**src/design/hpl_pkg.sv**
```systemverilog
`timescale 1ns / 1ps

package hpl_pkg;

    // Buffer geometry
    localparam int BUFFER_BYTES = 512;
    localparam int ADDR_W       = $clog2(BUFFER_BYTES);
    localparam int FILL_W       = $clog2(BUFFER_BYTES + 1);
    localparam int CMP_W        = (FILL_W > 16) ? FILL_W : 16;
    localparam int HDR_BYTES    = 3;
    localparam int HDR_REGS     = 5;
    localparam int HIDX_W       = 3;
    localparam int MAX_LEN      = BUFFER_BYTES - HDR_BYTES;

    // Result queue geometry
    localparam int QDEPTH = 4;
    localparam int QPTR_W = 2;
    localparam int QCNT_W = 3;

    // Stream widths
    localparam int TDATA_IN_W  = 48;
    localparam int TUSER_IN_W  = 4;
    localparam int TDATA_OUT_W = 40;

    typedef logic [7:0]        byte_t;
    typedef logic [ADDR_W-1:0] addr_t;
    typedef logic [FILL_W-1:0] fill_t;
    typedef logic [CMP_W-1:0]  cmp_t;
    typedef logic [QPTR_W-1:0] qptr_t;
    typedef logic [QCNT_W-1:0] qcnt_t;
    typedef logic [TDATA_OUT_W-1:0] out_data_t;

    // Action codes
    localparam logic [3:0] ACT_DIR_HIGH      = 4'd0;
    localparam logic [3:0] ACT_DIR_LOW       = 4'd1;
    localparam logic [3:0] ACT_BUS_BYTE      = 4'd2;
    localparam logic [3:0] ACT_SEND_ACK      = 4'd3;
    localparam logic [3:0] ACT_SET_BUSY      = 4'd4;
    localparam logic [3:0] ACT_READ_REQ      = 4'd5;
    localparam logic [3:0] ACT_READ_PAYLOAD  = 4'd6;
    localparam logic [3:0] ACT_WRITE_PAYLOAD = 4'd7;
    localparam logic [3:0] ACT_SEND          = 4'd8;

    // Link modes
    localparam logic [1:0] MODE_IDLE      = 2'd0;
    localparam logic [1:0] MODE_RECEIVING = 2'd1;
    localparam logic [1:0] MODE_RECEIVED  = 2'd2;
    localparam logic [1:0] MODE_SENDING   = 2'd3;

    // Configuration register indexes
    localparam logic [1:0] CFG_NO_DATA    = 2'd0;
    localparam logic [1:0] CFG_PROTO_ERR  = 2'd1;
    localparam logic [1:0] CFG_BUSY       = 2'd2;

    localparam byte_t NO_DATA_RESET   = 8'd0;
    localparam byte_t PROTO_ERR_RESET = 8'd254;
    localparam byte_t BUSY_RESET      = 8'd253;

    // Input item, last field in the lowest bits
    typedef struct packed {
        logic [8:0] resp_length;
        byte_t      resp_type;
        byte_t      data_byte;
        logic [8:0] index;
        byte_t      bus_byte;
    } item_t;

    localparam int ITEM_W = $bits(item_t);

    // Result item, last field in the lowest bits
    typedef struct packed {
        byte_t      payload_byte;
        logic [8:0] req_len;
        byte_t      req_type;
        logic       recv_ack;
        byte_t      send_data;
        logic       send_valid;
        logic       bus_drive;
        logic [1:0] link_mode;
    } result_t;

    // Result with the buffer byte still to be merged
    typedef struct packed {
        result_t res;
        logic    send_from_mem;
        logic    pay_from_mem;
    } desc_t;

    // Packet buffer access for one transaction
    typedef struct packed {
        logic  we;
        addr_t waddr;
        byte_t wdata;
        logic  re;
        addr_t raddr;
    } mem_cmd_t;

endpackage

```
**src/design/hpl_buffer.sv**
```systemverilog
`timescale 1ns / 1ps

// Packet buffer: one write port, one registered read port
module hpl_buffer
(
    input  logic              clk,
    input  hpl_pkg::mem_cmd_t cmd,
    output hpl_pkg::byte_t    rd_data
);

    hpl_pkg::byte_t mem [hpl_pkg::BUFFER_BYTES];
    hpl_pkg::byte_t rd_data_reg;

    // Write and read the store
    always_ff @(posedge clk)
    begin
        if (cmd.we)
        begin
            mem[cmd.waddr] <= cmd.wdata;
        end
        if (cmd.re)
        begin
            rd_data_reg <= mem[cmd.raddr];
        end
    end

    assign rd_data = rd_data_reg;

endmodule

```
**config.mk**
```make
export PLATFORM = sky130hd
export DESIGN_NAME = hpl_buffer
export DESIGN_NICKNAME = d
export VERILOG_FILES = /design/src/design/hpl_pkg.sv /design/src/design/hpl_buffer.sv
export SDC_FILE = /design/constraint.sdc
export NUM_CORES = 2
export LEC_CHECK = 0
export BUFFER_PORTS_ARGS = -buffer_cell sky130_fd_sc_hd__clkbuf_2
export CORE_MARGIN = 8
export CORE_UTILIZATION = 53
export DETAILED_ROUTE_END_ITERATION = 8
export PLACE_DENSITY = 0.65
export REMOVE_ABC_BUFFERS = 1
export SETUP_SLACK_MARGIN = 0.5
export SLEW_MARGIN = 30
export SYNTH_ARGS = -nofsm -noshare
export SYNTH_HDL_FRONTEND = slang
export SYNTH_SLANG_ARGS = --single-unit
export TNS_END_PERCENT = 5
```
**constraint.sdc**
```tcl
create_clock -name clk -period 4.1 [get_ports clk]
set_input_delay 0.41 -clock clk [delete_from_list [all_inputs] [get_ports clk]]
set_output_delay 0.41 -clock clk [all_outputs]
set_load 0.01 [all_outputs]
```
Yosys cells after proc, flatten, opt, wreduce, memory -nomap -nowiden
Memory sizes are Yosys's and may differ from the RTL's. A register that Yosys moved wholly into a read port is not among the register bits. Cells that the tools add are included.

Muxes and demuxes: 2.

Operators with widths (count): $mux W1 (2).

Memory bits (writable): 4096. Output and inout bits: 8. Input bits: 29. Bits in registers: 0. Memories: 1. Logic and storage cells: 3.

Memories: mem (words 512, width 8, rd ports 1, clocked after memory_dff 1, wr ports 1, line hpl_buffer.sv:11) `hpl_pkg::byte_t mem [hpl_pkg::BUFFER_BYTES];`.

Longest topological paths before layout
Depth after elaboration: 2. Depth in mapped cells: 12. Depth with buffers taken out: 7.

Worst setup path before layout
OpenSTA, ideal clock, no wires.

Kind: in2reg. Start point: in cmd[0] (netlist name). End point: reg rd_data_reg[0] (netlist: rd_data[0]) (read register of mem) (data pin). Required time: 3.843 ns. Path buffers: 4. Setup slack: 1.579 ns. Setup time: 0.257 ns. Arrival time: 2.264 ns. Cell stages on the path: 10. Cells stage by stage: buf_4 buf_12 buf_12 buf_2 mux4_2 o21ai_0 nand3_1 nand4_1 o21ai_0 o2111a_1.

RTL lines: start: declaration (line hpl_buffer.sv:7) `input hpl_pkg::mem_cmd_t cmd,`; end: declaration (line hpl_buffer.sv:12) `hpl_pkg::byte_t rd_data_reg;`.

==> impl_results.md <==
- Run status: finished clean
- Core area: 300,000 sq um
- Clock buffer count from CTS: 409
- Final worst slack: 0.8548 ns
- Fin nets: 8,490
- Required @ worst endpoint: 4.92 ns
- CP arrival: 4.06 ns
- Max FFs per register: 4,096
- Adder-cell area share of the yosys netlist: 0
- Mapped Area: 160,000 sq um
- Switching power: 18.98 mW
- Sw Share: 0.2143
- Async SR Flop Fraction: 0
- Gate count after technology mapping: 8,030
- Post-route ant nets: 0
- Antenna violations before repair: 15
- Max Cap Viol: 0
- Rows: 201
- Die ar.: 319,700 sq um
- Final instance area: 181,200 sq um
- Mux contribution to synthesized area: 0.1419
- Synth Flop Type: edfxtp_1
- Power Dens Cells: 488.7 nW/um^2
- Pre-CTS setup slack: -0.1613 ns
- Final Hold Vio Count: 0
- F_max: 308.2 MHz
- WS Path Type: in -> reg
- Flop2flop setup slack: 0.88 ns
- Postcts setup bufs: 0
- CTS sink cnt: 4,104
- Area growth from synthesis to layout: 13.23%
- Worst slew margin: 0.2789
- Total track usage: 0.2603
- Multi-input logic area: 34,020 sq um
- Post-CTS Hold Fix Bufs: 4
- Die span in x: 565.5 microns
- Layout cells sized above 1: 0.2034
- Drt initial violations: 10,290
- First-pass GRT wire length: 602,000 microns
- Gpl congestion: 0.9323
- Setup crit end kind: register
- WP buf/inv: 6
- Register Area: 123,200 sq um
- Per-cell routed wire length: 33.04 microns
- Power Internal: 69.57 mW
- Final Util: 0.6039
- Initial Util: 0.5333
- Largest family of logic cells by synthesized area: multiplexers
- Worst Hold Class: in -> reg
- Post-DP HPWL: 264,100 microns
- Vias in the first global route: 82,270
- Htree depth: 5
- Xor and xnor area share after synthesis: 0
- Final worst-path cycle share: 0.7915
- Grt ovf: 0
- Pleak: 58.02 nW
- CP most frequent cell: buf_4
- Via count: 82,790
- Fill count: 21,010
- Post-synth EDFFs: 4,104
- PostCTS Resize Cnt: 0
- Power share of the clock group: 0.429
- Crit start category: primary input
- Compound-gate portion of the synthesized area: 0.04311
- #FFs+latches synth: 4,104
- Syn_area_per_cell: 19.93 sq um
- Clock-pin slew on the worst setup and hold paths: 0.06 ns
- Max clock buf depth: 4
- Pin count of the biggest net entering global routing: 146
- Worst-Margin Slew: 1.070 ns
- Yosys synthesis warning count: 0
- Vias per cell: 6.478
- Most common cell after layout, fill and taps aside: edfxtp_1
- Placed cells: 12,000
- Power share of the combinational group: 0.049
- Remaining DRCs: 0
- Die H: 565.5 microns
- Post-Synth Simple-Gate Area: 0.02630
- Largest delay share family, worst path: simple AND/OR/NAND/NOR gates
- Crit-path slowest cell: nor4_1
- Final WL: 422,200 microns
- Layout Cells excl Fill: 12,780
- Final setup violation count: 0
- IO Port Bufs: 36
- Minimum clock period: 3.245 ns
- Final Slew Violations: 0
- Yosys cell types: 50
- Post-synthesis sequential area ratio: 0.7702
- DP Area: 167,400 sq um
- Skew-Pair Late Insertion Delay: 0.97 ns
- Max VDD drop: 419.8 uV
- Clk_skew: 0.06321 ns
- DR pass1 iterations: 6
- RSZ-0062 raised after global routing: false
- Reg power frac: 0.522
- Max FO, Critical Path: 21
- TritonCTS clock tree: built
- IO Pins: 37
- CP max stage delay: 0.59 ns
- Most frequent cells in the layout: 4,104 x edfxtp_1, 797 x mux2i_1, 654 x mux4_2
- Critical Path, Cell by Cell: buf_6 -> nand2b_4 -> buf_12 -> buf_4 -> o221ai_1 -> a21oi_1 -> nor4_1 -> buf_4 -> nand4_1 -> buf_4 -> nor4_1 -> buf_4 -> o2111a_1
- Clk Tree Root Cell: clkbuf_16
metrics by stage:
step           TNS (ns)  hold WS [ns]  power, mW
6_report              0      0.007157      88.55
3_5_place_dp    -0.1613        0.8779      51.46
4_1_cts               0       0.01180      88.85
2_1_floorplan    -40.22        0.5089      48.74
5_1_grt               0       0.02842      90.53
3_3_place_gp    -0.2334        0.8664      51.40
worst reg2reg max path, stage by stage, from the launching register on:
cell      delay (ns)
edfxtp_1        0.33
mux2i_1         0.08
o221ai_1        0.48
a21oi_1         0.13
nor4_1          0.55
buf_4           0.24
nand4_1         0.10
buf_4           0.20
nor4_1          0.59
buf_4           0.22
o2111a_1        0.18
cell usage after synthesis (8+ instances only):
cell type	count	share of area
nand4_1	32	0.0013
nor4_1	36	0.0014
a22oi_1	61	0.0029
o31ai_1	13	0.00061
o22ai_1	163	0.0064
nor3_1	109	0.0034
clkbuf_1	265	0.0062
nand3_1	36	0.0011
buf_1	41	0.00096
o2111a_1	8	0.00056
o221ai_1	371	0.020
buf_4	70	0.0033
o21ai_0	118	0.0037
a211oi_1	17	0.00080
buf_6	64	0.0045
mux4_2	654	0.092
nand2_1	111	0.0026
mux2i_1	797	0.050
buf_2	57	0.0018
a21oi_1	194	0.0061
nor2_1	597	0.014
buf_8	11	0.0010
nor3b_1	8	0.00038
and2_1	20	0.00078
edfxtp_1	4104	0.77
final timing paths:
check | from | to | depth (start not counted)
max reg2reg | mem[283][2]$_DFFE_PP_ | rd_data[2]$_DFFE_PP_ | 10
min reg2reg | mem[24][3]$_DFFE_PP_ | rd_data[3]$_DFFE_PP_ | 6
max | cmd[2] | rd_data[2]$_DFFE_PP_ | 13
min | cmd[15] | mem[419][5]$_DFFE_PP_ | 1
power groups by stage:
stage                     combinational (mW)  clock (mW)  sequential (mW)
after floorplan                         1.61           0             47.1
after global placement                  4.26           0             47.1
after detailed placement                4.32           0             47.1
after global routing                    4.52        39.8             46.2
after CTS                               4.33        38.3             46.3
final                                   4.34        38.0             46.3
cell type report:
cell class	instances	share of cell area
timing repair buffer	533	0.02929
clock buffer	491	0.05854
multi-input combinational	3410	0.1878
inverter	3	0.0001036
tap	3958	0.02733
clock inverter	269	0.01659
sequential	4104	0.6802
antenna	12	0.0001657
per-layer routing:
metal  vias to the layer above  track usage  share of wire  wire length (microns)
li1                      34390            -              -                      -
met1                     43440       0.3599           0.39                 164800
met2                      4100       0.4150           0.48                 201300
met3                       859      0.04062          0.081                  34140
met4                         4       0.1155          0.052                  21860
met5                         -            0       0.000062                     26
logic make-up (layout without fill, tap and decap cells):
family | Yosys count | count (layout)
flip-flops | 4104 | 4104
multiplexers | 1451 | 1451
AND/OR/NAND/NOR | 980 | 980
AO/OA/AOI/OAI | 979 | 979
buffers and inverters | 516 | 1296
other | 0 | 12
No activity file was read; power rests on OpenSTA's default activity.
