File: src/design/hpl_pkg.sv
`timescale 1ns / 1ps

package hpl_pkg;

    // Buffer geometry
    localparam int BUFFER_BYTES = 512;
    localparam int ADDR_W       = $clog2(BUFFER_BYTES);
    localparam int FILL_W       = $clog2(BUFFER_BYTES + 1);
    localparam int CMP_W        = (FILL_W > 16) ? FILL_W : 16;
    localparam int HDR_BYTES    = 3;
    localparam int HDR_REGS     = 5;
    localparam int HIDX_W       = 3;
    localparam int MAX_LEN      = BUFFER_BYTES - HDR_BYTES;

    // Result queue geometry
    localparam int QDEPTH = 4;
    localparam int QPTR_W = 2;
    localparam int QCNT_W = 3;

    // Stream widths
    localparam int TDATA_IN_W  = 48;
    localparam int TUSER_IN_W  = 4;
    localparam int TDATA_OUT_W = 40;

    typedef logic [7:0]        byte_t;
    typedef logic [ADDR_W-1:0] addr_t;
    typedef logic [FILL_W-1:0] fill_t;
    typedef logic [CMP_W-1:0]  cmp_t;
    typedef logic [QPTR_W-1:0] qptr_t;
    typedef logic [QCNT_W-1:0] qcnt_t;
    typedef logic [TDATA_OUT_W-1:0] out_data_t;

    // Action codes
    localparam logic [3:0] ACT_DIR_HIGH      = 4'd0;
    localparam logic [3:0] ACT_DIR_LOW       = 4'd1;
    localparam logic [3:0] ACT_BUS_BYTE      = 4'd2;
    localparam logic [3:0] ACT_SEND_ACK      = 4'd3;
    localparam logic [3:0] ACT_SET_BUSY      = 4'd4;
    localparam logic [3:0] ACT_READ_REQ      = 4'd5;
    localparam logic [3:0] ACT_READ_PAYLOAD  = 4'd6;
    localparam logic [3:0] ACT_WRITE_PAYLOAD = 4'd7;
    localparam logic [3:0] ACT_SEND          = 4'd8;

    // Link modes
    localparam logic [1:0] MODE_IDLE      = 2'd0;
    localparam logic [1:0] MODE_RECEIVING = 2'd1;
    localparam logic [1:0] MODE_RECEIVED  = 2'd2;
    localparam logic [1:0] MODE_SENDING   = 2'd3;

    // Configuration register indexes
    localparam logic [1:0] CFG_NO_DATA    = 2'd0;
    localparam logic [1:0] CFG_PROTO_ERR  = 2'd1;
    localparam logic [1:0] CFG_BUSY       = 2'd2;

    localparam byte_t NO_DATA_RESET   = 8'd0;
    localparam byte_t PROTO_ERR_RESET = 8'd254;
    localparam byte_t BUSY_RESET      = 8'd253;

    // Input item, last field in the lowest bits
    typedef struct packed {
        logic [8:0] resp_length;
        byte_t      resp_type;
        byte_t      data_byte;
        logic [8:0] index;
        byte_t      bus_byte;
    } item_t;

    localparam int ITEM_W = $bits(item_t);

    // Result item, last field in the lowest bits
    typedef struct packed {
        byte_t      payload_byte;
        logic [8:0] req_len;
        byte_t      req_type;
        logic       recv_ack;
        byte_t      send_data;
        logic       send_valid;
        logic       bus_drive;
        logic [1:0] link_mode;
    } result_t;

    // Result with the buffer byte still to be merged
    typedef struct packed {
        result_t res;
        logic    send_from_mem;
        logic    pay_from_mem;
    } desc_t;

    // Packet buffer access for one transaction
    typedef struct packed {
        logic  we;
        addr_t waddr;
        byte_t wdata;
        logic  re;
        addr_t raddr;
    } mem_cmd_t;

endpackage

File: src/design/hpl_back.sv
`timescale 1ns / 1ps

// Back end: merge buffer data into results and queue them for the output
module hpl_back
(
    input  logic             clk,
    input  logic             rst_n,
    input  logic             desc_valid,
    input  hpl_pkg::desc_t   desc,
    input  hpl_pkg::byte_t   rd_data,
    output logic             slot_free,
    output logic             out_valid,
    input  logic             out_ready,
    output hpl_pkg::result_t out_res
);

    hpl_pkg::result_t q_reg [hpl_pkg::QDEPTH];
    hpl_pkg::qptr_t   wr_ptr_reg, rd_ptr_reg;
    hpl_pkg::qcnt_t   count_reg, count_next;
    hpl_pkg::result_t merged;
    logic             push, pop;

    // Fill in the byte read from the buffer
    always_comb
    begin
        merged = desc.res;
        if (desc.send_from_mem)
        begin
            merged.send_data = rd_data;
        end
        if (desc.pay_from_mem)
        begin
            merged.payload_byte = rd_data;
        end
    end

    assign push      = desc_valid;
    assign pop       = out_valid & out_ready;
    assign out_valid = count_reg != '0;
    assign out_res   = q_reg[rd_ptr_reg];

    // Leave room for the transaction still in flight
    assign slot_free = (count_reg + hpl_pkg::qcnt_t'(desc_valid))
                       < hpl_pkg::qcnt_t'(hpl_pkg::QDEPTH);

    always_comb
    begin
        count_next = count_reg + hpl_pkg::qcnt_t'(push) - hpl_pkg::qcnt_t'(pop);
    end

    // Advance queue pointers
    always_ff @(posedge clk or negedge rst_n)
    begin
        if (!rst_n)
        begin
            wr_ptr_reg <= '0;
            rd_ptr_reg <= '0;
            count_reg  <= '0;
        end
        else
        begin
            if (push)
            begin
                wr_ptr_reg <= wr_ptr_reg + hpl_pkg::qptr_t'(1);
            end
            if (pop)
            begin
                rd_ptr_reg <= rd_ptr_reg + hpl_pkg::qptr_t'(1);
            end
            count_reg <= count_next;
        end
    end

    // Store queued results
    always_ff @(posedge clk)
    begin
        if (push)
        begin
            q_reg[wr_ptr_reg] <= merged;
        end
    end

endmodule

File: config.mk
export PLATFORM = sky130hd
export DESIGN_NAME = hpl_back
export DESIGN_NICKNAME = d
export VERILOG_FILES = /design/src/design/hpl_pkg.sv /design/src/design/hpl_back.sv
export SDC_FILE = /design/constraint.sdc
export NUM_CORES = 1
export LEC_CHECK = 0
export BUFFER_PORTS_ARGS = -buffer_cell sky130_fd_sc_hd__buf_2
export CORE_UTILIZATION = 40
export CTS_BUF_LIST = sky130_fd_sc_hd__clkbuf_8
export CTS_CLUSTER_DIAMETER = 150
export DETAILED_ROUTE_END_ITERATION = 6
export PLACE_DENSITY_LB_ADDON = 0.1
export SYNTH_ARGS = -nofsm -noshare
export SYNTH_HDL_FRONTEND = slang
export SYNTH_SLANG_ARGS = --single-unit
File: constraint.sdc
create_clock -name clk -period 2.13 [get_ports clk]
set_input_delay 0.213 -clock clk [delete_from_list [all_inputs] [get_ports clk]]
set_output_delay 0.213 -clock clk [all_outputs]
set_load 0.05 [all_outputs]
# [Word-level counts from Yosys, hierarchy flattened]
# Memories as Yosys holds them, arrays and structs flattened.
# Cells that the tools add are included.
[word_totals] regBits=7 ram_bits=152 inputBits=52 output_inout_bits=40 wordCells=15 memories=1
[op_classes] add_sub_neg=4 order_cmp=1 muxes=4 bitwise=1 n_reduce_logical=1
[mem_list] name="q_reg" depth=4 word_bits=38 rd=1 rd_clocked_by_memory_dff=0 write_ports=1 line_no="hpl_back.sv:17" text="hpl_pkg::result_t q_reg [hpl_pkg::QDEPTH];"
[ops] cell="$mux W8" count=2
[ops] cell="$add A2 B1 Y2 const B" count=2
[ops] cell="$add A3 B1 Y3" count=1
[ops] cell="$lt A3 B3 Y1 const B" count=1
[ops] cell="$reduce_bool A3 Y1" count=1
[ops] cell="$sub A3 B1 Y3" count=1
[ops] cell="$mux W1" count=2
[ops] cell="$and A1 B1 Y1" count=1

# [Longest topological paths before layout]
[logic_depth] word_depth=3 ltp_mapped=5 mapped_depth_nobuf=5

# [Least setup slack after synthesis]
# No wires, ideal clock.
[synth_timing] kind="register to register" startpoint="reg wr_ptr_reg[0]" endpoint="mem q_reg[2][0] (netlist name) (enable)" setup_time_ns=0.399 arrival_time_ns=1.539 t_required_ns=1.731 path_slack_ns=0.192 stages_incl_launch_ff=4 path_buffers=0 period_less_slack_ns=1.938 cell_sequence="dfrtp_1 -> inv_1 -> ha_1 -> and2_1"
[synth_rtl] element="start: declaration" line_no="hpl_back.sv:18" text="hpl_pkg::qptr_t wr_ptr_reg, rd_ptr_reg;"
[synth_rtl] element="start signal: assignment" line_no="hpl_back.sv:64" text="wr_ptr_reg <= wr_ptr_reg + hpl_pkg::qptr_t'(1);"
[synth_rtl] element="end: declaration" line_no="hpl_back.sv:17"
# No word-level cell before the write port.

==> metrics <==
most common cell after layout, fill and taps aside=edfxtp_1; HP Class=in -> reg; via count=2868; CP Max Fanout=20; syn nets=312; leakage power=2.650 nW; io pins=92; Max-Cap Viols=0; Net count, final=446; Core Util, Final=50.74%; Die H=125.7 um; crit path cell chain=buf_12 > mux4_2 > clkbuf_4; hpwl dp=6849 um; I/O Buffers=91; Adder-Cell Fraction of Synth Area=1.635%; vias in the first global route=3187; CTS tree=yes; share of the synthesized area in the top cell type=74.54%; sw power=4.271 mW; layout cells sized above 1=48.37%; fmax=484.0 MHz; Core Box Area=14750 sq um; gr ovfl total=0; row cnt=44; Longest Clk Path Bufs=2; final instance area=7486 sq um; CP Class=reg -> out; multiplexer share of the synthesized area=16.92%; reg2reg start=wr_ptr_reg[0]$_DFFE_PN0P_; Initial Util=41.50%; Clk network pwr share=20.1%; largest net degree at the start of global routing=23; crit end category=primary output; most frequent cells in the layout=152 x edfxtp_1, 89 x buf_2, 38 x mux4_2; outcome=finished clean; Final min period=2.066 ns; Setup WS pre-CTS=0.5168 ns; Post-DRT Antenna Nets=0; Worst path slowest cell=mux4_2; Final setup viols=0; Filler cells=1209; clk sinks=159; worst-margin pin slew=0.4033 ns; mapped cell area=6123 sq um; Worst Setup SP=rd_ptr_reg[0]$_DFFE_PN0P_; Cell variety after synth=18; setup bufs post-CTS=0; clk_lat worst skew=0.44 ns; CTS H-tree depth=4; Pint=6.723 mW; initial antenna violation count=0; DIE AREA=15810 sq um; pins over their slew limit=0; Crit path largest cell delay=0.54 ns; fin cells=583; Worst Skew=0.007031 ns; Gate power share=41.0%; crit path DAT=1.85 ns; Synth Area in XOR/XNOR=0.7152%; Startpoint Class=flop; Clk Tree Root Cell=clkbuf_8; largest family of logic cells by synthesized area=multiplexers; Residual DRC=0; dpl cells=528; Tcrit/Tclk final=96.99%; Synth area leaders=edfxtp_1 75%, mux4_2 14%, mux2_2 2.9%; Ant. Diodes=0; average size of a mapped cell=24.30 sq um; FF+latch area=4742 sq um; Vias/cell=4.919; footprint of the multi-input gates=1242 sq um; Synth Area in Compound Gates=0.3678%; hold_sp=desc_valid; TritonRoute pass-1 iters=5; flops & latches, synth=159; Worst Path Required=1.92 ns; simple-gate area share of the yosys netlist=0.5721%; cell taking the most area after synthesis=edfxtp_1; routed len/inst=18.16 um; Flop pwr share=38.8%; first-pass GRT wire length=17070 um; Final Wtd Congestion=0.6712; Sw Ratio=38.85%; flip-flop count of the largest register after layout=152; Die W=125.7 um; WL final=10590 um; Setup WS post-layout=0.06407 ns; RSZ-0062 raised after global routing=yes; yosys warns=0; DRT iter0 DRCs=117; sequential-to-total area share from yosys stat=77.40%; Design Power=10.99 mW; Power Density=1469 nW/um^2; Synth-to-Final Area Change=22.25%; placed cell areas=6845 sq um; peak supply drop=0.0008515 V; final hold violation count=0; Max-slew headroom=73.11%; total track usage=15.02%; CTS clk-pin slew, worst paths=0.08 ns; number of CTS-inserted buffers=17; Mapped Cells=252
[final cells by class]
type / instances / share of cell area [%]
clock buffer: 17 / 3.126
clock inverter: 15 / 2.290
sequential: 159 / 63.35
timing repair buffer: 126 / 11.27
multi-input combinational: 76 / 16.60
tap: 184 / 3.075
inverter: 6 / 0.3009
[power groups by stage]
stage | Combinational (mW) | Clock (mW) | Sequential [mW]
floorplan | 3.64 | 0 | 4.30
global placement | 4.57 | 0 | 4.33
detailed placement | 4.57 | 0 | 4.35
CTS | 4.61 | 2.28 | 4.28
global route | 4.79 | 2.41 | 4.33
finish | 4.51 | 2.21 | 4.27
[Yosys cell counts]
library cell,n
and2_1,4
buf_12,4
buf_2,5
buf_4,1
buf_6,1
dfrtp_1,7
edfxtp_1,152
ha_1,8
inv_1,6
mux2_2,16
mux4_2,38
nand2_1,1
o21ai_0,1
o311ai_0,1
o31a_1,1
or3_1,1
xnor2_1,3
xor2_1,2
[final timing paths]
kind / endpoint / slack [ns] / cells past startpoint
min reg2reg: wr_ptr_reg[0]$_DFFE_PN0P_ / 0.54 / 1
max reg2reg: q_reg[2][32]$_DFFE_PP_ / 0.54 / 4
min in group asynchronous: wr_ptr_reg[0]$_DFFE_PN0P_ / 0.13 / 2
min: wr_ptr_reg[0]$_DFFE_PN0P_ / 0.05 / 2
max: out_res[1] / 0.06 / 3
max in group asynchronous: rd_ptr_reg[1]$_DFFE_PN0P_ / 1.82 / 2
[routing by layer]
metal	track usage [%]	part of all wire (%)	routed length, um	vias to the layer above
li1	-	-	-	1323
met1	17.92	43	4546	1465
met2	25.13	51	5436	64
met3	4.673	3.8	403	16
met4	6.671	1.9	199	0
met5	0	0	0	-
[critical path, delay by kind of cell (launching register included)]
family | cells | cell delay (ns)
buffers and inverters | 2 | 0.44
DFF | 1 | 0.41
muxes | 1 | 0.54
[kinds of logic (layout without fill, tap and decap cells)]
logic type	count (synthesis)	after routing
adders and majority gates	8	8
DFF	159	159
AOI/OAI and AO/OA	3	3
xor gates and xnor gates	5	5
buffers and inverters	17	164
and+or+nand+nor	6	6
muxes	54	54
[stage by stage]
stage | TNS (ns) | hold WS, ns
2_1_floorplan | 0 | -0.08259
3_3_place_gp | 0 | 0.05766
3_5_place_dp | 0 | 0.06118
4_1_cts | 0 | 0.01814
5_1_grt | -0.08272 | 0.05034
6_report | 0 | 0.05257
[what timing repair did]
action / 4_1_cts / 5_1_grt
endpoints found under the hold margin: 95 / 0
resized for setup: 0 / 2
hold buffers: 23 / 0
endpoints found under the setup margin: 0 / 10
Power figures use the tool's default switching activity.
