`src/design/hpl_pkg.sv`:
```
`timescale 1ns / 1ps

package hpl_pkg;

    // Buffer geometry
    localparam int BUFFER_BYTES = 512;
    localparam int ADDR_W       = $clog2(BUFFER_BYTES);
    localparam int FILL_W       = $clog2(BUFFER_BYTES + 1);
    localparam int CMP_W        = (FILL_W > 16) ? FILL_W : 16;
    localparam int HDR_BYTES    = 3;
    localparam int HDR_REGS     = 5;
    localparam int HIDX_W       = 3;
    localparam int MAX_LEN      = BUFFER_BYTES - HDR_BYTES;

    // Result queue geometry
    localparam int QDEPTH = 4;
    localparam int QPTR_W = 2;
    localparam int QCNT_W = 3;

    // Stream widths
    localparam int TDATA_IN_W  = 48;
    localparam int TUSER_IN_W  = 4;
    localparam int TDATA_OUT_W = 40;

    typedef logic [7:0]        byte_t;
    typedef logic [ADDR_W-1:0] addr_t;
    typedef logic [FILL_W-1:0] fill_t;
    typedef logic [CMP_W-1:0]  cmp_t;
    typedef logic [QPTR_W-1:0] qptr_t;
    typedef logic [QCNT_W-1:0] qcnt_t;
    typedef logic [TDATA_OUT_W-1:0] out_data_t;

    // Action codes
    localparam logic [3:0] ACT_DIR_HIGH      = 4'd0;
    localparam logic [3:0] ACT_DIR_LOW       = 4'd1;
    localparam logic [3:0] ACT_BUS_BYTE      = 4'd2;
    localparam logic [3:0] ACT_SEND_ACK      = 4'd3;
    localparam logic [3:0] ACT_SET_BUSY      = 4'd4;
    localparam logic [3:0] ACT_READ_REQ      = 4'd5;
    localparam logic [3:0] ACT_READ_PAYLOAD  = 4'd6;
    localparam logic [3:0] ACT_WRITE_PAYLOAD = 4'd7;
    localparam logic [3:0] ACT_SEND          = 4'd8;

    // Link modes
    localparam logic [1:0] MODE_IDLE      = 2'd0;
    localparam logic [1:0] MODE_RECEIVING = 2'd1;
    localparam logic [1:0] MODE_RECEIVED  = 2'd2;
    localparam logic [1:0] MODE_SENDING   = 2'd3;

    // Configuration register indexes
    localparam logic [1:0] CFG_NO_DATA    = 2'd0;
    localparam logic [1:0] CFG_PROTO_ERR  = 2'd1;
    localparam logic [1:0] CFG_BUSY       = 2'd2;

    localparam byte_t NO_DATA_RESET   = 8'd0;
    localparam byte_t PROTO_ERR_RESET = 8'd254;
    localparam byte_t BUSY_RESET      = 8'd253;

    // Input item, last field in the lowest bits
    typedef struct packed {
        logic [8:0] resp_length;
        byte_t      resp_type;
        byte_t      data_byte;
        logic [8:0] index;
        byte_t      bus_byte;
    } item_t;

    localparam int ITEM_W = $bits(item_t);

    // Result item, last field in the lowest bits
    typedef struct packed {
        byte_t      payload_byte;
        logic [8:0] req_len;
        byte_t      req_type;
        logic       recv_ack;
        byte_t      send_data;
        logic       send_valid;
        logic       bus_drive;
        logic [1:0] link_mode;
    } result_t;

    // Result with the buffer byte still to be merged
    typedef struct packed {
        result_t res;
        logic    send_from_mem;
        logic    pay_from_mem;
    } desc_t;

    // Packet buffer access for one transaction
    typedef struct packed {
        logic  we;
        addr_t waddr;
        byte_t wdata;
        logic  re;
        addr_t raddr;
    } mem_cmd_t;

endpackage

```
`src/design/hpl_front.sv`:
```
`timescale 1ns / 1ps

// Front end: accept transactions, run the link state, issue buffer accesses
module hpl_front
(
    input  logic              clk,
    input  logic              rst_n,
    input  logic              in_valid,
    output logic              in_ready,
    input  logic [3:0]        action,
    input  hpl_pkg::item_t    fields,
    input  logic              slot_free,
    input  logic              cfg_valid,
    input  logic [1:0]        cfg_index,
    input  hpl_pkg::byte_t    cfg_data,
    output hpl_pkg::mem_cmd_t mem_cmd,
    output hpl_pkg::desc_t    desc,
    output logic              desc_valid
);

    logic [1:0]       mode_reg, mode_next;
    hpl_pkg::fill_t   fill_reg, fill_next;
    hpl_pkg::fill_t   spos_reg, spos_next;
    logic             busy_reg, busy_next;
    hpl_pkg::byte_t   hdr_reg  [hpl_pkg::HDR_REGS];
    hpl_pkg::byte_t   hdr_next [hpl_pkg::HDR_REGS];
    hpl_pkg::byte_t   no_data_reg, proto_err_reg, busy_code_reg;
    hpl_pkg::desc_t   desc_reg, desc_next;
    logic             desc_valid_reg;

    logic             accept;
    hpl_pkg::cmp_t    fill_w, spos_w, pos, rd_pos, wr_pos, claimed, len_w, rlen;
    hpl_pkg::byte_t   lo, hi, hdr_rd;
    logic             bad;
    logic             do_start;
    hpl_pkg::byte_t   st_type;
    hpl_pkg::cmp_t    st_len;
    logic             wr_en, wr_hdr;
    hpl_pkg::byte_t   wr_data;
    logic             rd_mem;

    assign accept   = in_valid & slot_free;
    assign in_ready = slot_free;

    // Decode one transaction and work out the next link state
    always_comb
    begin
        mode_next = mode_reg;
        fill_next = fill_reg;
        spos_next = spos_reg;
        busy_next = busy_reg;
        for (int i = 0; i < hpl_pkg::HDR_REGS; i++)
        begin
            hdr_next[i] = hdr_reg[i];
        end
        desc_next = '0;
        do_start  = 1'b0;
        st_type   = '0;
        st_len    = '0;
        wr_en     = 1'b0;
        wr_data   = '0;
        rd_mem    = 1'b0;

        fill_w = hpl_pkg::cmp_t'(fill_reg);
        spos_w = hpl_pkg::cmp_t'(spos_reg);
        pos    = hpl_pkg::cmp_t'(fields.index) + hpl_pkg::cmp_t'(hpl_pkg::HDR_BYTES);
        rd_pos = (action == hpl_pkg::ACT_SEND_ACK) ? spos_w : pos;
        wr_pos = (action == hpl_pkg::ACT_BUS_BYTE) ? fill_w : pos;
        hdr_rd = (rd_pos < hpl_pkg::cmp_t'(hpl_pkg::HDR_REGS))
                 ? hdr_reg[rd_pos[hpl_pkg::HIDX_W-1:0]] : '0;
        wr_hdr = wr_pos < hpl_pkg::cmp_t'(hpl_pkg::HDR_REGS);

        // Header check on direction low; missing length bytes count as zero
        lo      = (fill_w >= hpl_pkg::cmp_t'(2)) ? hdr_reg[1] : '0;
        hi      = (fill_w >= hpl_pkg::cmp_t'(3)) ? hdr_reg[2] : '0;
        claimed = hpl_pkg::cmp_t'({hi, lo});
        bad     = (fill_w < hpl_pkg::cmp_t'(hpl_pkg::HDR_BYTES))
                  || (claimed != fill_w - hpl_pkg::cmp_t'(hpl_pkg::HDR_BYTES))
                  || (hdr_reg[0] == '0);

        // Saturate the host response length
        rlen = (hpl_pkg::cmp_t'(fields.resp_length) > hpl_pkg::cmp_t'(hpl_pkg::MAX_LEN))
               ? hpl_pkg::cmp_t'(hpl_pkg::MAX_LEN) : hpl_pkg::cmp_t'(fields.resp_length);

        unique case (action)
            hpl_pkg::ACT_DIR_HIGH:
            begin
                mode_next = hpl_pkg::MODE_RECEIVING;
                fill_next = '0;
            end
            hpl_pkg::ACT_DIR_LOW:
            begin
                if (mode_reg == hpl_pkg::MODE_RECEIVING)
                begin
                    if (bad)
                    begin
                        hdr_next[3] = claimed[7:0];
                        hdr_next[4] = claimed[15:8];
                        do_start    = 1'b1;
                        st_type     = proto_err_reg;
                        st_len      = hpl_pkg::cmp_t'(2);
                    end
                    else if (busy_reg)
                    begin
                        do_start = 1'b1;
                        st_type  = busy_code_reg;
                        st_len   = '0;
                    end
                    else
                    begin
                        mode_next = hpl_pkg::MODE_RECEIVED;
                    end
                end
                else
                begin
                    mode_next = hpl_pkg::MODE_IDLE;
                end
            end
            hpl_pkg::ACT_BUS_BYTE:
            begin
                if (mode_reg == hpl_pkg::MODE_RECEIVING)
                begin
                    // Store while room remains, acknowledge always
                    if (fill_w < hpl_pkg::cmp_t'(hpl_pkg::BUFFER_BYTES))
                    begin
                        wr_en     = 1'b1;
                        wr_data   = fields.bus_byte;
                        fill_next = fill_reg + hpl_pkg::fill_t'(1);
                    end
                    desc_next.res.recv_ack = 1'b1;
                end
            end
            hpl_pkg::ACT_SEND_ACK:
            begin
                if (mode_reg == hpl_pkg::MODE_SENDING)
                begin
                    if ((spos_w < fill_w)
                        && (spos_w < hpl_pkg::cmp_t'(hpl_pkg::BUFFER_BYTES)))
                    begin
                        desc_next.res.send_valid = 1'b1;
                        if (spos_w < hpl_pkg::cmp_t'(hpl_pkg::HDR_REGS))
                        begin
                            desc_next.res.send_data = hdr_rd;
                        end
                        else
                        begin
                            rd_mem                  = 1'b1;
                            desc_next.send_from_mem = 1'b1;
                        end
                        spos_next = spos_reg + hpl_pkg::fill_t'(1);
                    end
                    else
                    begin
                        mode_next = hpl_pkg::MODE_IDLE;
                    end
                end
            end
            hpl_pkg::ACT_SET_BUSY:
            begin
                busy_next = fields.data_byte[0];
            end
            hpl_pkg::ACT_READ_PAYLOAD:
            begin
                if ((mode_reg == hpl_pkg::MODE_RECEIVED) && (pos < fill_w)
                    && (pos < hpl_pkg::cmp_t'(hpl_pkg::BUFFER_BYTES)))
                begin
                    if (pos < hpl_pkg::cmp_t'(hpl_pkg::HDR_REGS))
                    begin
                        desc_next.res.payload_byte = hdr_rd;
                    end
                    else
                    begin
                        rd_mem                 = 1'b1;
                        desc_next.pay_from_mem = 1'b1;
                    end
                end
            end
            hpl_pkg::ACT_WRITE_PAYLOAD:
            begin
                if (pos < hpl_pkg::cmp_t'(hpl_pkg::BUFFER_BYTES))
                begin
                    wr_en   = 1'b1;
                    wr_data = fields.data_byte;
                end
            end
            hpl_pkg::ACT_SEND:
            begin
                do_start = 1'b1;
                st_type  = fields.resp_type;
                st_len   = rlen;
            end
            hpl_pkg::ACT_READ_REQ:
            begin
                // Report only
            end
            default:
            begin
                // Unused codes leave the state alone
            end
        endcase

        // Mirror header-area writes into the header registers
        if (wr_en && wr_hdr)
        begin
            hdr_next[wr_pos[hpl_pkg::HIDX_W-1:0]] = wr_data;
        end

        // Build the header and put its first byte on the bus
        if (do_start)
        begin
            hdr_next[0] = st_type;
            hdr_next[1] = st_len[7:0];
            hdr_next[2] = st_len[15:8];
            fill_next   = hpl_pkg::fill_t'(st_len + hpl_pkg::cmp_t'(hpl_pkg::HDR_BYTES));
            spos_next   = hpl_pkg::fill_t'(1);
            mode_next   = hpl_pkg::MODE_SENDING;
            desc_next.res.send_valid = 1'b1;
            desc_next.res.send_data  = st_type;
        end

        // Report the state after the transaction
        desc_next.res.link_mode = mode_next;
        desc_next.res.bus_drive = (mode_next == hpl_pkg::MODE_SENDING);
        len_w = hpl_pkg::cmp_t'(fill_next) - hpl_pkg::cmp_t'(hpl_pkg::HDR_BYTES);
        if ((mode_next == hpl_pkg::MODE_RECEIVED)
            && (hpl_pkg::cmp_t'(fill_next) >= hpl_pkg::cmp_t'(hpl_pkg::HDR_BYTES)))
        begin
            desc_next.res.req_type = hdr_next[0];
            desc_next.res.req_len  = len_w[8:0];
        end
        else
        begin
            desc_next.res.req_type = no_data_reg;
            desc_next.res.req_len  = '0;
        end
    end

    // Buffer access for this transaction
    always_comb
    begin
        mem_cmd.we    = accept & wr_en;
        mem_cmd.waddr = wr_pos[hpl_pkg::ADDR_W-1:0];
        mem_cmd.wdata = wr_data;
        mem_cmd.re    = accept & rd_mem;
        mem_cmd.raddr = rd_pos[hpl_pkg::ADDR_W-1:0];
    end

    // Advance control state and configuration
    always_ff @(posedge clk or negedge rst_n)
    begin
        if (!rst_n)
        begin
            mode_reg       <= hpl_pkg::MODE_IDLE;
            fill_reg       <= '0;
            spos_reg       <= '0;
            busy_reg       <= 1'b0;
            desc_valid_reg <= 1'b0;
            no_data_reg    <= hpl_pkg::NO_DATA_RESET;
            proto_err_reg  <= hpl_pkg::PROTO_ERR_RESET;
            busy_code_reg  <= hpl_pkg::BUSY_RESET;
        end
        else
        begin
            desc_valid_reg <= accept;
            if (accept)
            begin
                mode_reg <= mode_next;
                fill_reg <= fill_next;
                spos_reg <= spos_next;
                busy_reg <= busy_next;
            end
            if (cfg_valid)
            begin
                unique case (cfg_index)
                    hpl_pkg::CFG_NO_DATA:   no_data_reg   <= cfg_data;
                    hpl_pkg::CFG_PROTO_ERR: proto_err_reg <= cfg_data;
                    hpl_pkg::CFG_BUSY:      busy_code_reg <= cfg_data;
                    default:
                    begin
                        // Drop writes beyond the register list
                    end
                endcase
            end
        end
    end

    // Hold header bytes and the outgoing descriptor
    always_ff @(posedge clk)
    begin
        if (accept)
        begin
            for (int i = 0; i < hpl_pkg::HDR_REGS; i++)
            begin
                hdr_reg[i] <= hdr_next[i];
            end
            desc_reg <= desc_next;
        end
    end

    assign desc       = desc_reg;
    assign desc_valid = desc_valid_reg;

endmodule

```
`config.mk`:
```
export PLATFORM = sky130hd
export DESIGN_NAME = hpl_front
export DESIGN_NICKNAME = d
export VERILOG_FILES = /design/src/design/hpl_pkg.sv /design/src/design/hpl_front.sv
export SDC_FILE = /design/constraint.sdc
export NUM_CORES = 1
export LEC_CHECK = 0
export BUFFER_PORTS_ARGS = -buffer_cell sky130_fd_sc_hd__buf_4
export CORE_ASPECT_RATIO = 0.9
export CORE_UTILIZATION = 60
export CTS_CLUSTER_SIZE = 12
export DETAILED_ROUTE_END_ITERATION = 8
export GPL_ROUTABILITY_DRIVEN = 0
export GPL_TIMING_DRIVEN = 0
export PLACE_DENSITY_LB_ADDON = 0.15
export SLEW_MARGIN = 20
export SYNTH_ARGS = -nofsm -noshare
export SYNTH_HDL_FRONTEND = slang
export SYNTH_SLANG_ARGS = --single-unit
export TNS_END_PERCENT = 50
```
`constraint.sdc`:
```
create_clock -name clk -period 15.53 [get_ports clk]
set_input_delay 4.659 -clock clk [delete_from_list [all_inputs] [get_ports clk]]
set_output_delay 4.659 -clock clk [all_outputs]
set_load 0.005 [all_outputs]
```
Word level (Yosys, flattened, before mapping)
Memories as Yosys holds them, arrays and structs flattened.
Index checks and enable logic that the tools add are counted.
{"block": "word_totals", "ff_bits": 88, "latchBits": 0, "ram_bits": 40, "mem_bits_ro": 0, "input_bits": 61, "output_inout_bits": 70, "word_cells": 143, "n_memories": 1}
{"block": "classes", "add_sub_neg": 6, "mul": 0, "div_mod_pow": 0, "n_lt_le_gt_ge": 16, "eq_ne": 15, "n_shift": 0, "n_mux": 63, "bitwise_logic": 4, "n_reduce_logical": 20}
{"memory": "hdr_reg", "depth": 5, "word_bits": 8, "read_ports": 6, "rd_clocked_by_memory_dff": 0, "wr": 5, "line_no": "hpl_front.sv:25", "rtl": "hpl_pkg::byte_t hdr_reg [hpl_pkg::HDR_REGS];"}
{"cell": "$mux 8", "count": 12}
{"cell": "$mux 10", "count": 9}
{"cell": "$mux 16", "count": 3}
{"cell": "$mux 9", "count": 5}
{"cell": "$bwmux 40", "count": 1}
{"cell": "$lt 10x3->1 const B", "count": 4}
{"cell": "$mux 40", "count": 1}
{"cell": "$pmux 8 s2", "count": 2}
{"cell": "$ge 10x2->1 const B", "count": 3}
{"cell": "$lt 10x10->1 const B", "count": 3}
{"cell": "$demux 8 s3", "count": 1}
{"cell": "$mux 24", "count": 1}
{"cell": "$add 10x1->10 const B", "count": 2}
{"cell": "$lt 10x10->1", "count": 2}
{"cell": "$pmux 10 s2", "count": 1}
{"cell": "$pmux 9 s2", "count": 1}
{"cell": "$mux 2", "count": 8}
{"cell": "$ne 16x16->1", "count": 1}
{"cell": "$mux 1", "count": 14}
{"cell": "$eq 4x3->1 const B", "count": 3}
{"cell": "$sub 10x2->11 const B", "count": 1}
{"cell": "$add 10x2->10 const B", "count": 1}
{"cell": "$add 9x2->10 const B", "count": 1}
{"cell": "$eq 2x2->1 const B", "count": 5}
{"cell": "22 further kinds", "count": 39}

Logic depth before layout (Yosys ltp)
{"block": "logic_depth", "depth_word": 13, "depth_mapped": 22, "mapped_depth_nobuf": 18}

Worst setup path before layout
No wires, ideal clock.
{"block": "synth_timing", "path_type": "input -> output", "from": "input port fields[8] in the netlist's numbering", "to": "output port mem_cmd[9] in the netlist's numbering", "arrival_time_ns": 6.706, "t_required_ns": 10.871, "slack_ns": 4.165, "stages": 14, "path_buffers": 1, "cell_sequence": "clkbuf_1 > inv_1 > ha_1 > xor2_1 > inv_1 > ha_1 > o21a_1 > o21a_1 > o21a_1 > o21a_1 > o21ai_0 > a21oi_1 > nor2_1 > o21a_1"}
{"item": "from (decl)", "line_no": "hpl_front.sv:11", "rtl": "input hpl_pkg::item_t fields,"}
{"item": "to (decl)", "line_no": "hpl_front.sv:16", "rtl": "output hpl_pkg::mem_cmd_t mem_cmd,"}

==> results.sh <==
export IMPL_cp_start_kind="input port"
export IMPL_grt_usage=0.3747
export IMPL_synth_seq_cells=128
export IMPL_yosysUniqueCellTypes=86
export IMPL_setup_viol=0
export IMPL_dp_slack_ns=3.363
export IMPL_critical_path_arrival_ns=7.69
export IMPL_dp_hpwl_microns=19680
export IMPL_synth_net_count=963
export IMPL_vdd_ir_drop_worst_mv=0.09718
export IMPL_fin_hold_ws_ns=0.5089
export IMPL_slew_headroom=0.2682
export IMPL_drive_gt1_frac=0.2495
export IMPL_totalWireLength_microns=27070
export IMPL_tightest_slew_ns=1.090
export IMPL_p_leak_nw=4.233
export IMPL_synth_area_mux_share=0.09522
export IMPL_drt_iter0_drc=1194
export IMPL_cts_resized=0
export IMPL_cp_required_ns=10.87
export IMPL_die_area_sq_um=14830
export IMPL_cts_sinks=128
export IMPL_synth_xor_area_frac=0.02137
export IMPL_clockBufferDepth=2
export IMPL_final_hold_viol_count=0
export IMPL_rows=41
export IMPL_drc=0
export IMPL_dr_pass1_iters=7
export IMPL_diodes=0
export IMPL_synth_top_area_frac=0.2791
export IMPL_start_util=0.6146
export IMPL_netlist_instances=876
export IMPL_die_width_microns=128.3
export IMPL_ys_seq_area_frac=0.4207
export IMPL_dp_cells=1199
export IMPL_powerDensity_nw_per_um2=109.8
export IMPL_status="completed"
export IMPL_synthToLayoutAreaGrowth_pct=20.87
export IMPL_cts_buffers=17
export IMPL_fin_tns_setup_ns=0
export IMPL_yosys_area_share_simple=0.1845
export IMPL_cts_clk_slew_worst_paths_ns=0.06
export IMPL_vias=8188
export IMPL_ant_nets=0
export IMPL_hold_class="reg2reg"
export IMPL_synth_area_sq_um=8607
export IMPL_numPortBuffers=129
export IMPL_ios=131
export IMPL_synth_compound_area_share=0.1938
export IMPL_synth_area_leaders="edfxtp_1 (28%), dfrtp_1 (9.9%), mux2_2 (4.3%)"
export IMPL_cts_root_buf="clkbuf_16"
export IMPL_power_mw=1.142
export IMPL_synth_edf_count=80
export IMPL_antenna_found_initial=0
export IMPL_synth_area_leader_cell="edfxtp_1"
export IMPL_drv_slew=0
export IMPL_rsz0062_at_grt="false"
export IMPL_grt_pass1_vias=7369
export IMPL_grt_max_degree=49
export IMPL_min_period_over_period=0.7954
export IMPL_tritoncts="done"
export IMPL_setup_ws_ns=3.177
export IMPL_fmax_ghz=0.08095
export IMPL_syn_mean_instance_area_sq_um=9.825
export IMPL_grt_pass1_wl_microns=41410
export IMPL_critPathCaptureType="output pin"
export IMPL_yosys_warnings=0
export IMPL_skew_ns=0.01138
export IMPL_synth_top_family_by_area="compound AO/OA/AOI/OAI gates"
export IMPL_dieHeight_microns=115.6
export IMPL_cp_max_fo=10
export IMPL_critical_path_class="in2out"
export IMPL_drv_cap=0
export IMPL_via_per_inst=6.652
export IMPL_grt_overflow_total=0
export IMPL_async_flop_share=0.3750
export IMPL_clk_latency_ns=0.43
export IMPL_synth_main_ff_cell="edfxtp_1"
export IMPL_postCtsSetupRepairBufs=0
export IMPL_post_drt_wl_per_cell_microns=21.99
export IMPL_fin_cells=1231
export IMPL_postCtsHoldBufs=0
export IMPL_nNetsFinal=1112
export IMPL_synthAdderAreaFrac=0.03780
export IMPL_period_minus_slack_ns=12.35
export IMPL_core_sq_um=14000
export IMPL_h_tree_depth=4
## area by class of cell
type	count	area, sq um
buffer	54	236.5
clock buffer	20	457.9
clock inverter	12	96.34
fill	1028	3601
inverter	45	168.9
multi-input combinational	649	4593
sequential	128	3621
tap	193	241.5
timing repair buffer	130	988.4
## power breakdown
part           total (mW)  internal (mW)  switching [mW]
clock               0.381          0.217           0.164
combinational       0.334          0.135           0.199
sequential          0.427          0.403          0.0236
total                1.14          0.756           0.386
## synth_stat cells (all sizes together) (7+ instances only)
| library cell | n |
|---|---|
| o21a | 7 |
| a222oi | 8 |
| mux2i | 24 |
| nor3 | 29 |
| nand3 | 20 |
| dfstp | 14 |
| o21ai | 52 |
| a21bo | 8 |
| ha | 26 |
| a311oi | 15 |
| nor2 | 81 |
| nor2b | 24 |
| a31oi | 8 |
| mux4 | 8 |
| a21oi | 62 |
| clkbuf | 44 |
| a211oi | 14 |
| and3 | 7 |
| xnor2 | 12 |
| dfrtp | 34 |
| a22oi | 10 |
| nand4 | 9 |
| inv | 45 |
| xor2 | 9 |
| nor4 | 17 |
| mux2 | 34 |
| nand2 | 56 |
| buf | 10 |
| edfxtp | 80 |
## worst max-delay path, stage by stage
cell	delay, ns
buf_4	0.09
clkbuf_1	0.30
nor2_1	0.10
or4b_2	0.81
and4_1	0.25
clkbuf_1	0.26
a22oi_1	0.85
inv_1	0.19
buf_4	0.20
## layer usage
| metal | global-route usage | vias to the layer above | wire, microns |
|---|---|---|---|
| met5 | 0 | - | 0 |
| met4 | 0.1584 | 0 | 924 |
| met3 | 0.09649 | 87 | 3822 |
| met2 | 0.5265 | 629 | 11400 |
| met1 | 0.5478 | 3850 | 10930 |
| li1 | - | 3622 | - |
## cells in the final DEF (no fill, tap or decap), types with 5 or more instances in the layout
cell,n
o21ai_1,6
o211ai_1,6
nand3_1,19
clkbuf_16,18
mux2i_1,23
mux4_2,8
a311oi_1,15
clkbuf_1,45
and3_1,7
edfxtp_1,80
nor3_1,26
nand3b_1,5
nor3b_1,5
a21o_1,6
nand2b_1,6
a222oi_1,8
a22oi_1,10
mux2_2,33
nor2_1,81
o21ai_0,45
ha_1,26
and4_1,5
buf_4,130
inv_1,45
xnor2_1,12
a21oi_1,61
dfstp_2,14
o21a_1,7
nor4_1,13
a21bo_2,8
xor2_1,9
dfrtp_1,34
o2111ai_1,5
a31oi_1,8
nand4_1,8
a211oi_1,14
nor2b_1,24
nand2_1,56
## path summary, 6_finish.rpt
check	cells after the start	startpoint	to	slack, ns
max in group asynchronous	1	rst_n	no_data_reg[4]	10.81
max reg2reg	21	fill_reg[0]	desc[21]	8.60
min	1	no_data_reg[2]	no_data_reg[2]	0.51
min reg2reg	1	no_data_reg[2]	no_data_reg[2]	0.51
min in group asynchronous	1	rst_n	fill_reg[5]	4.26
max	9	fields[8]	mem_cmd[10]	3.18
## cells by family (layout without fill, tap and decap cells)
logic type	Yosys count	after routing
xor+xnor	21	21
mux	66	66
compound gates	242	242
flops	128	128
fa+ha+maj	26	26
simple gates	294	294
buf+inv	99	261
## through the flow
step	cell area, sq um	utilization
3_3_place_gp	9817	0.7010
5_1_grt	10400	0.7429
4_1_cts	10400	0.7429
6_report	10400	0.7429
2_1_floorplan	8607	-
3_5_place_dp	9849	0.7033
No activity file was read; power rests on OpenSTA's default activity.
